## config.mk

```make
export PLATFORM = sky130hd
export DESIGN_NAME = text_command_decoder
export DESIGN_NICKNAME = d
export VERILOG_FILES = /design/src/rtl/tcd_pkg.sv /design/src/rtl/tcd_in_reg.sv /design/src/rtl/tcd_core.sv /design/src/rtl/tcd_out_reg.sv /design/src/rtl/text_command_decoder.sv
export SDC_FILE = /design/constraint.sdc
export NUM_CORES = 1
export LEC_CHECK = 0
export BUFFER_PORTS_ARGS = -buffer_cell sky130_fd_sc_hd__buf_2
export CAP_MARGIN = 20
export CORE_MARGIN = 2
export CORE_UTILIZATION = 45
export DETAILED_ROUTE_END_ITERATION = 12
export GPL_TIMING_DRIVEN = 0
export PLACE_DENSITY_LB_ADDON = 0.12
export SLEW_MARGIN = 20
export SYNTH_ARGS = -nofsm -noshare
export SYNTH_HDL_FRONTEND = slang
export SYNTH_SLANG_ARGS = --single-unit
export TNS_END_PERCENT = 10
```

## constraint.sdc

```tcl
create_clock -name aclk -period 4.4 [get_ports aclk]
set_input_delay 0 -clock aclk [delete_from_list [all_inputs] [get_ports aclk]]
set_output_delay 0 -clock aclk [all_outputs]
set_load 0.02 [all_outputs]
```

## src/rtl/tcd_pkg.sv

```systemverilog
package tcd_pkg;

    localparam int CMD_COUNT    = 8;
    localparam int PREFIX_SLOTS = 8;
    localparam int BYTE_W       = 8;
    localparam int CODE_W       = 4;
    localparam int ARG_W        = 16;

    // command codes as they appear on the result channel
    localparam logic [CODE_W-1:0] CMD_NONE    = 4'd0;
    localparam logic [CODE_W-1:0] CMD_VERSION = 4'd1;
    localparam logic [CODE_W-1:0] CMD_RESET   = 4'd2;
    localparam logic [CODE_W-1:0] CMD_STOP    = 4'd3;
    localparam logic [CODE_W-1:0] CMD_START   = 4'd4;
    localparam logic [CODE_W-1:0] CMD_MODE    = 4'd5;
    localparam logic [CODE_W-1:0] CMD_PERIOD  = 4'd6;
    localparam logic [CODE_W-1:0] CMD_DUTY    = 4'd7;
    localparam logic [CODE_W-1:0] CMD_TIME    = 4'd8;

    // mask bit of the period command, which restarts its argument later
    localparam int PERIOD_BIT = 5;

    localparam logic [BYTE_W-1:0] PREFIX_TEXT [CMD_COUNT][PREFIX_SLOTS] = '{
        '{"v", "e", "r", "s", "i", "o", "n", 8'h00},
        '{"r", "e", "s", "e", "t", 8'h00, 8'h00, 8'h00},
        '{"s", "t", "o", "p", 8'h00, 8'h00, 8'h00, 8'h00},
        '{"s", "t", "a", "r", "t", 8'h00, 8'h00, 8'h00},
        '{"m", "o", "d", "e", ":", 8'h00, 8'h00, 8'h00},
        '{"p", "e", "r", "i", "o", "d", ":", 8'h00},
        '{"d", "u", "t", "y", ":", 8'h00, 8'h00, 8'h00},
        '{"t", "i", "m", "e", ":", 8'h00, 8'h00, 8'h00}
    };

    localparam logic [BYTE_W-1:0] PREFIX_LEN [CMD_COUNT] = '{
        8'd7, 8'd5, 8'd4, 8'd5, 8'd5, 8'd7, 8'd5, 8'd5
    };

    // argument parse starts at the byte after "mode:" style prefixes,
    // and again after "period:"
    localparam logic [BYTE_W-1:0] ARG_START_SHORT = 8'd5;
    localparam logic [BYTE_W-1:0] ARG_START_LONG  = 8'd7;

    typedef enum logic [2:0] {
        PH_SKIP = 3'b001,
        PH_NUM  = 3'b010,
        PH_END  = 3'b100
    } phase_t;

    typedef struct packed {
        logic              valid;
        logic [CODE_W-1:0] cmd_code;
        logic [ARG_W-1:0]  argument;
    } result_t;

endpackage

```

## src/rtl/tcd_in_reg.sv

```systemverilog
module tcd_in_reg
    import tcd_pkg::*;
(
    input  logic              aclk,
    input  logic              aresetn,
    input  logic              s_tvalid,
    output logic              s_tready,
    input  logic [BYTE_W-1:0] s_byte,
    input  logic              advance,
    output logic              byte_valid,
    output logic [BYTE_W-1:0] byte_data
);

    logic              valid_reg;
    logic [BYTE_W-1:0] data_reg;

    assign s_tready   = !valid_reg || advance;
    assign byte_valid = valid_reg;
    assign byte_data  = data_reg;

    always_ff @(posedge aclk) begin
        if (!aresetn) begin
            valid_reg <= 1'b0;
        end else if (s_tready) begin
            valid_reg <= s_tvalid;
        end
    end

    always_ff @(posedge aclk) begin
        if (s_tvalid && s_tready) begin
            data_reg <= s_byte;
        end
    end

endmodule

```

## src/rtl/tcd_core.sv

```systemverilog
module tcd_core
    import tcd_pkg::*;
#(
    parameter int MESSAGE_BYTES = 16
)
(
    input  logic              aclk,
    input  logic              aresetn,
    input  logic              byte_valid,
    input  logic [BYTE_W-1:0] byte_data,
    input  logic              advance,
    output result_t           result
);

    localparam int PW = $clog2(MESSAGE_BYTES);
    localparam logic [PW-1:0] POS_LAST = PW'(MESSAGE_BYTES - 1);

    logic [PW-1:0]        pos_reg, pos_next;
    logic [CMD_COUNT-1:0] mask_reg, mask_next;
    phase_t               phase_reg, phase_next;
    logic                 neg_reg, neg_next;
    logic [ARG_W-1:0]     acc_reg, acc_next;

    logic [CMD_COUNT-1:0] mask_upd;
    phase_t               ph;
    logic                 neg;
    logic [ARG_W-1:0]     acc;
    logic [BYTE_W-1:0]    pos8;
    logic                 is_blank;
    logic                 is_digit;
    logic                 feed_digit;
    logic                 is_term;
    logic [CODE_W-1:0]    code;
    logic [ARG_W-1:0]     val;

    assign pos8     = BYTE_W'(pos_reg);
    assign is_term  = (byte_data == '0);
    assign is_blank = (byte_data == 8'd32) || (byte_data inside {[8'd9:8'd13]});
    assign is_digit = byte_data inside {["0":"9"]};

    always_comb begin
        mask_upd = mask_reg;
        for (int k = 0; k < CMD_COUNT; k++) begin
            if (pos8 < PREFIX_LEN[k] && byte_data != PREFIX_TEXT[k][pos_reg[2:0]]) begin
                mask_upd[k] = 1'b0;
            end
        end
    end

    // atoi style parse: blanks, optional sign, then digits
    always_comb begin
        ph         = phase_reg;
        neg        = neg_reg;
        acc        = acc_reg;
        feed_digit = 1'b0;
        if (pos8 == ARG_START_SHORT ||
            (pos8 == ARG_START_LONG && mask_upd[PERIOD_BIT])) begin
            ph  = PH_SKIP;
            neg = 1'b0;
            acc = '0;
        end
        if (pos8 >= ARG_START_SHORT) begin
            case (ph)
                PH_SKIP: begin
                    if (byte_data == "-") begin
                        neg = 1'b1;
                        ph  = PH_NUM;
                    end else if (byte_data == "+") begin
                        ph = PH_NUM;
                    end else if (!is_blank) begin
                        ph         = PH_NUM;
                        feed_digit = 1'b1;
                    end
                end
                PH_NUM:  feed_digit = 1'b1;
                PH_END:  ;
                default: ;
            endcase
            if (feed_digit) begin
                if (is_digit) begin
                    acc = (acc << 3) + (acc << 1) + ARG_W'(byte_data - "0");
                end else begin
                    ph = PH_END;
                end
            end
        end
    end

    always_comb begin
        code = CMD_NONE;
        for (int k = CMD_COUNT - 1; k >= 0; k--) begin
            if (mask_upd[k]) begin
                code = CODE_W'(k + 1);
            end
        end
        val = neg ? (ARG_W'(0) - acc) : acc;
        result.valid    = byte_valid && is_term;
        result.cmd_code = code;
        case (code)
            CMD_MODE, CMD_DUTY:   result.argument = {8'h00, val[7:0]};
            CMD_PERIOD, CMD_TIME: result.argument = val;
            default:              result.argument = '0;
        endcase
    end

    always_comb begin
        if (is_term || pos_reg == POS_LAST) begin
            pos_next   = '0;
            mask_next  = '1;
            phase_next = PH_SKIP;
            neg_next   = 1'b0;
            acc_next   = '0;
        end else begin
            pos_next   = pos_reg + 1'b1;
            mask_next  = mask_upd;
            phase_next = ph;
            neg_next   = neg;
            acc_next   = acc;
        end
    end

    always_ff @(posedge aclk) begin
        if (!aresetn) begin
            pos_reg   <= '0;
            mask_reg  <= '1;
            phase_reg <= PH_SKIP;
            neg_reg   <= 1'b0;
            acc_reg   <= '0;
        end else if (advance) begin
            pos_reg   <= pos_next;
            mask_reg  <= mask_next;
            phase_reg <= phase_next;
            neg_reg   <= neg_next;
            acc_reg   <= acc_next;
        end
    end

endmodule

```

## src/rtl/tcd_out_reg.sv

```systemverilog
module tcd_out_reg
    import tcd_pkg::*;
(
    input  logic              aclk,
    input  logic              aresetn,
    input  result_t           result,
    input  logic              load,
    output logic              load_ready,
    output logic              m_tvalid,
    input  logic              m_tready,
    output logic [CODE_W-1:0] cmd_code,
    output logic [ARG_W-1:0]  argument
);

    logic              valid_reg;
    logic [CODE_W-1:0] code_reg;
    logic [ARG_W-1:0]  arg_reg;

    assign load_ready = !valid_reg || m_tready;
    assign m_tvalid   = valid_reg;
    assign cmd_code   = code_reg;
    assign argument   = arg_reg;

    always_ff @(posedge aclk) begin
        if (!aresetn) begin
            valid_reg <= 1'b0;
        end else if (load_ready) begin
            valid_reg <= load;
        end
    end

    always_ff @(posedge aclk) begin
        if (load && load_ready) begin
            code_reg <= result.cmd_code;
            arg_reg  <= result.argument;
        end
    end

endmodule

```

## src/rtl/text_command_decoder.sv

```systemverilog
// text command decoder
// s_ channel: one received character per transaction in s_tdata; a zero
// byte ends the message. m_ channel: one transaction per terminated message
// carrying the command code and its decimal argument (0 when none).
// a message that reaches MESSAGE_BYTES bytes without a zero is dropped and
// gathering starts over at the next byte.
// a terminator accepted into the input register passes through the parse logic
// to the result register, which drives m_tvalid, once that register is free.
// throughput: one character per cycle; the parse state updates in a single
// pass per byte, so s_tready stays high while the result register is free.
// when the receiver stalls, the pending result holds in the result register
// and only the next terminator waits on it; ordinary characters keep flowing.
// reset (aresetn low at a clock edge) empties both registers and returns the
// parse state to the start of a message.
module text_command_decoder
    import tcd_pkg::*;
#(
    parameter int MESSAGE_BYTES = 16
)
(
    input  logic        aclk,
    input  logic        aresetn,
    input  logic        s_tvalid,
    output logic        s_tready,
    input  logic [7:0]  s_tdata,   // [7:0] rx_byte
    output logic        m_tvalid,
    input  logic        m_tready,
    output logic [23:0] m_tdata    // [3:0] cmd_code, [19:4] argument, [23:20] zero
);

    logic              byte_valid;
    logic [BYTE_W-1:0] byte_data;
    logic              advance;
    logic              load_ready;
    result_t           result;
    logic [CODE_W-1:0] cmd_code;
    logic [ARG_W-1:0]  argument;

    // a byte moves on unless it ends a message and the result slot is busy
    assign advance = byte_valid && (!result.valid || load_ready);

    tcd_in_reg u_in (
        .aclk       (aclk),
        .aresetn    (aresetn),
        .s_tvalid   (s_tvalid),
        .s_tready   (s_tready),
        .s_byte     (s_tdata),
        .advance    (advance),
        .byte_valid (byte_valid),
        .byte_data  (byte_data)
    );

    tcd_core #(
        .MESSAGE_BYTES (MESSAGE_BYTES)
    ) u_core (
        .aclk       (aclk),
        .aresetn    (aresetn),
        .byte_valid (byte_valid),
        .byte_data  (byte_data),
        .advance    (advance),
        .result     (result)
    );

    tcd_out_reg u_out (
        .aclk       (aclk),
        .aresetn    (aresetn),
        .result     (result),
        .load       (advance && result.valid),
        .load_ready (load_ready),
        .m_tvalid   (m_tvalid),
        .m_tready   (m_tready),
        .cmd_code   (cmd_code),
        .argument   (argument)
    );

    assign m_tdata = {4'h0, argument, cmd_code};

endmodule

```

### Yosys cells after proc, flatten, opt, wreduce, memory -nomap -nowiden

Memory sizes are Yosys's and may differ from the RTL's.
Index checks and enable logic that the tools add are counted.

| cells by class | value |
|---|---|
| add/subtract/negate cells | 5 |
| order comparisons | 9 |
| reduce and logical (&&, ||, !) cells | 28 |
| bitwise logic cells | 1 |
| eq/ne operators | 20 |
| muxes and demuxes | 60 |

Operator list:

| operator | number |
|---|---|
| 2-to-1 mux 8 bit | 17 |
| 2-to-1 mux 16 bit | 6 |
| inequality test 8 bit | 8 |
| 2-to-1 mux 4 bit | 9 |
| adder 16 bit | 2 |
| case mux 16 bit (2 select lines) | 1 |
| 2-to-1 mux 3 bit | 9 |
| equality test 8 x 6 -> 1 bit (second input constant) | 3 |
| equality test 4 x 3 -> 1 bit (second input constant) | 5 |
| 2-to-1 mux 1 bit | 17 |
| logical AND 1 bit | 16 |
| subtractor 1 x 16 -> 16 bit (first input constant) | 1 |
| less-than comparator 4 x 3 -> 1 bit (second input constant) | 3 |
| subtractor 8 x 6 -> 9 bit (second input constant) | 1 |
| equality test 4 bit (second input constant) | 2 |
| >= comparator 8 x 4 -> 1 bit (second input constant) | 1 |
| >= comparator 8 x 6 -> 1 bit (second input constant) | 1 |
| less-or-equal comparator 8 x 4 -> 1 bit (second input constant) | 1 |
| less-or-equal comparator 8 x 6 -> 1 bit (second input constant) | 1 |
| logical NOT 8 bit | 1 |
| logical OR 1 bit | 6 |
| adder 4 x 1 -> 4 bit (second input constant) | 1 |
| >= comparator 4 x 3 -> 1 bit (second input constant) | 1 |
| >= comparator 4 bit (second input constant) | 1 |
| 6 further kinds | 9 |

| storage, ports and cells | value |
|---|---|
| input bits | 12 |
| output and inout bits | 26 |
| register bits | 62 |
| memories | 8 |
| ROM bits | 512 |

Memory list:

| memory | words | bits a word | rd ports | clocked after Yosys merged registers in | write ports | RTL line | source |
|---|---|---|---|---|---|---|---|
| (no name shown) | 8 | 8 | 1 | 0 | 0 | tcd_core.sv:44 | `if (pos8 < PREFIX_LEN[k] && byte_data != PREFIX_TEXT[k][pos_reg[2:0]]) begin` |
| (no name shown) | 8 | 8 | 1 | 0 | 0 | tcd_core.sv:44 |  |
| (no name shown) | 8 | 8 | 1 | 0 | 0 | tcd_core.sv:44 |  |
| (no name shown) | 8 | 8 | 1 | 0 | 0 | tcd_core.sv:44 |  |
| (no name shown) | 8 | 8 | 1 | 0 | 0 | tcd_core.sv:44 |  |
| (no name shown) | 8 | 8 | 1 | 0 | 0 | tcd_core.sv:44 |  |
| 2 more memories | - | - | - | - | - | - |  |

### Logic depth before layout (Yosys ltp)

| logic depth | value |
|---|---|
| word-level depth | 18 |
| depth in mapped cells | 22 |
| mapped depth without buffers | 18 |

### Hierarchy

From an unflattened synthesis, not the netlist that was laid out.

| second synthesis, totals | value |
|---|---|
| cell total of the unflattened synthesis | 660 |
| area total of the unflattened synthesis | 5,527.8 um^2 |

Modules (own cells, without submodules):

| module | area each (um^2) | instances | cells an instance | seq. area each (um^2) |
|---|---|---|---|---|
| tcd_core | 4,519.3 | 1 | 614 | 640.6 |
| tcd_out_reg | 658.1 | 1 | 25 | 620.6 |
| tcd_in_reg | 297.8 | 1 | 13 | 260.2 |
| text_command_decoder | 52.6 | 1 | 8 | 0.0 |

### Worst setup path after synthesis

Ideal clock, no wire load.

| timing | value |
|---|---|
| path kind | flip-flop to flip-flop |
| from | register u_core.pos_reg[1] |
| to | register u_out.arg_reg[15], in the netlist u_out.argument[15] (data pin) |
| buffers on the path | 4 |
| data arrival time | 4,438 ps |
| slack | -304 ps |
| clock period less this slack | 4,704 ps |
| stages on the path, launching flop included | 23 |
| data required time | 4,134 ps |
| path through | dfxtp_1 buf_2 inv_1 ha_1 a21oi_1 or2_1 buf_2 clkbuf_1 buf_1 nand2_1 xnor2_1 ha_1 o21bai_1 ha_1 o21ai_0 o21ai_0 a31o_2 a31oi_1 or3_1 a22oi_1 a41oi_1 xnor2_1 nor2_1 |

RTL lines:

| what | RTL line | source |
|---|---|---|
| from (decl) | tcd_core.sv:18 | `logic [PW-1:0] pos_reg, pos_next;` |
| from (signal assigned) | tcd_core.sv:130 | `pos_reg <= pos_next;` |
| to (signal assigned) | tcd_out_reg.sv:35 | `arg_reg <= result.argument;` |
| to (decl) | tcd_out_reg.sv:17 | `logic [ARG_W-1:0] arg_reg;` |

==> results.json <==
{
  "ys_types": 79,
  "place_worst_setup_slack_ns": -0.949,
  "synth.avg_cell_area_um2": 8.43,
  "busiest_layer": "met2",
  "ys.flop_type": "dfxtp_1",
  "cp-start-kind": "flip-flop",
  "setup_ws_ns": 0.0138,
  "initial_core_util": 0.460,
  "first_global_vias": 4820,
  "final_area_mm2": 0.00693,
  "met2_usage": 0.382,
  "setup_viol": 0,
  "nets": 785,
  "clkTransAtPathRegs_ns": 0.05,
  "skew_ns": 0.00610,
  "drive_gt1_frac": 0.242,
  "fillers": 1045,
  "grt_start_max_net_pins": 21,
  "holdWs_ns": 0.0226,
  "synth_seq_cells": 62,
  "grt_overflow": 0,
  "hp-class": "input pin to flip-flop",
  "grt_use_total": 0.248,
  "die_h_um": 115,
  "max_freq_mhz": 228,
  "via_per_inst": 5.83,
  "yosysSeqAreaShare": 0.277,
  "use_met3": 0.0402,
  "io_pins": 38,
  "cts_tree": "yes",
  "routed_wl_um": 15700,
  "critPathRequiredTime_ns": 4.47,
  "grtUsageMet1": 0.354,
  "period_share": 0.997,
  "antenna_found_initial": 0,
  "routed-via-count": 5162,
  "htree_levels": 3,
  "multi_input_area_mm2": 0.00397,
  "clockBufferDepth": 2,
  "drc_errors": 0,
  "core_area_mm2": 0.0120,
  "cts_root_buf": "clkbuf_16",
  "crit_arrival_ns": 4.46,
  "cp-end-kind": "flip-flop",
  "status": "complete, no violations",
  "yosysWarnings": 0,
  "rows": 40,
  "finalCriticalPeriod_ns": 4.39,
  "vdd_drop_max_uv": 250,
  "finalNonFillerCells": 886,
  "grt_pass1_wl_um": 25400,
  "maxSlewHeadroom": 0.358,
  "die_w_um": 115,
  "worst-setup-path-type": "flip-flop to flip-flop",
  "dr.first_iter.drc_count": 517,
  "synthCells": 653,
  "portBuffers": 33,
  "hold_viol_final": 0,
  "leakage_nw": 2.61,
  "netlist_area_mm2": 0.00550,
  "syn_to_final_growth_pct": 26.0,
  "cts.sinks": 62,
  "cp-startpoint": "u_core.pos_reg[1]",
  "drv_cap": 0,
  "fp.dieArea_mm2": 0.0131,
  "antennaDiodeCount": 0,
  "power.density_mw_per_mm2": 245,
  "clk-insertion-delay-late_ns": 0.34,
  "grt_setup_unrepaired": "yes",
  "cts_buffers": 9,
  "post_drt_wl_per_cell_um": 17.8,
  "detailed_place_hpwl_um": 11500,
  "first_pass_iters": 5,
  "gp_congestion": 0.890,
  "placed_cell_area_mm2": 0.00587,
  "min-delay-start": "aresetn",
  "worst_slew_pin_slew_ns": 0.963,
  "most-common-layout-cells": "buf_2 (48), nor2_1 (48), nand2_1 (46)",
  "ys_async_sr_fraction": 0,
  "r2r-start": "u_core.pos_reg[1]",
  "synth_edf_count": 28,
  "drtAntennaViolNets": 0,
  "critPathMaxFanout": 5,
  "maxSlewViolCount": 0,
  "layout.area.seq_mm2": 0.00153,
  "dp_cells": 836
}
metrics by stage:
stage	util	total power (W)	setup TNS [ns]
after floorplan	-	0.000828	0
after global placement	0.491	0.000887	-8.89
after detailed placement	0.491	0.000891	-10.54
after CTS	0.558	0.00169	-0.000882
after global routing	0.580	0.00176	-0.741
final	0.580	0.00170	0
where the power goes:
part / internal, W / total (W) / switching [W]
Sequential: 0.000612 / 0.000625 / 0.0000126
Combinational: 0.000132 / 0.000309 / 0.000177
Clock: 0.000495 / 0.000762 / 0.000267
worst max-delay path, cell delays in order (launching register included):
cell and delay [ns]:
dfxtp_4 0.35, buf_8 0.13, inv_8 0.05, ha_4 0.16
a21oi_4 0.04, or2_1 0.25, buf_6 0.14, clkbuf_16 0.15
buf_12 0.13, nand2_1 0.10, xor2_2 0.24, inv_1 0.12
ha_4 0.26, a21o_1 0.17, a21oi_1 0.18, xor2_1 0.26
o2111ai_2 0.17, mux2_4 0.32, a2111oi_4 0.39, a41oi_2 0.17
xnor2_1 0.25, nor2_1 0.08
synthesized netlist by cell type (9+ instances only):
cell type | instances | area (um^2)
xor2_1 | 22 | 193
ha_1 | 30 | 375
nor3_1 | 15 | 75.1
nand2b_1 | 10 | 62.6
nor2_1 | 49 | 184
fa_1 | 9 | 180
nand3_1 | 14 | 70.1
buf_2 | 18 | 90.1
a21oi_1 | 36 | 180
clkbuf_1 | 22 | 82.6
and2_1 | 20 | 125
nand2_1 | 47 | 176
a22oi_1 | 13 | 97.6
and3_1 | 10 | 62.6
inv_1 | 36 | 135
edfxtp_1 | 28 | 841
o21ai_0 | 40 | 200
xnor2_1 | 38 | 333
mux2i_1 | 9 | 90.1
dfxtp_1 | 34 | 681
nor2b_1 | 15 | 93.8
final cells by class:
| type | count | share of cell area |
|---|---|---|
| buffer | 44 | 0.0408 |
| clock buffer | 10 | 0.0330 |
| clock inverter | 6 | 0.0125 |
| inverter | 36 | 0.0211 |
| multi-input combinational | 508 | 0.572 |
| sequential | 62 | 0.220 |
| tap | 147 | 0.0265 |
| timing repair buffer | 73 | 0.0738 |
cells by family (layout without fill, tap and decap cells):
family          after synthesis  after routing  synth area share
simple gates                218            218             0.212
compound gates              177            177             0.226
buf+inv                      86            169            0.0696
flops                        62             62             0.277
xor+xnor                     60             60            0.0955
fa+ha+maj                    39             39             0.101
mux                          10             10            0.0184
other cells                   1              4          0.000682
layer usage:
metal,vias to the layer above,share of wire
met5,-,0
met4,0,0.016
met3,23,0.060
met2,202,0.45
met1,2452,0.48
li1,2485,-
worst paths after layout:
| path | end | slack, ns | depth (start not counted) |
|---|---|---|---|
| hold / removal | u_out.m_tvalid | 0.02 | 2 |
| setup reg to reg | u_out.argument[13] | 0.01 | 21 |
| hold reg to reg | u_core.mask_reg[1] | 0.46 | 1 |
| setup / recovery | u_out.argument[13] | 0.01 | 21 |
what timing repair did:
item                                    CTS  global route
setup buffers                            11            17
pin swaps                                18            14
hold endpoints to repair                 10             0
resized for setup                        60            26
endpoints found under the setup margin   21             9
hold buffers                             10             0
gates cloned                              0             2
Power figures use the tool's default switching activity.
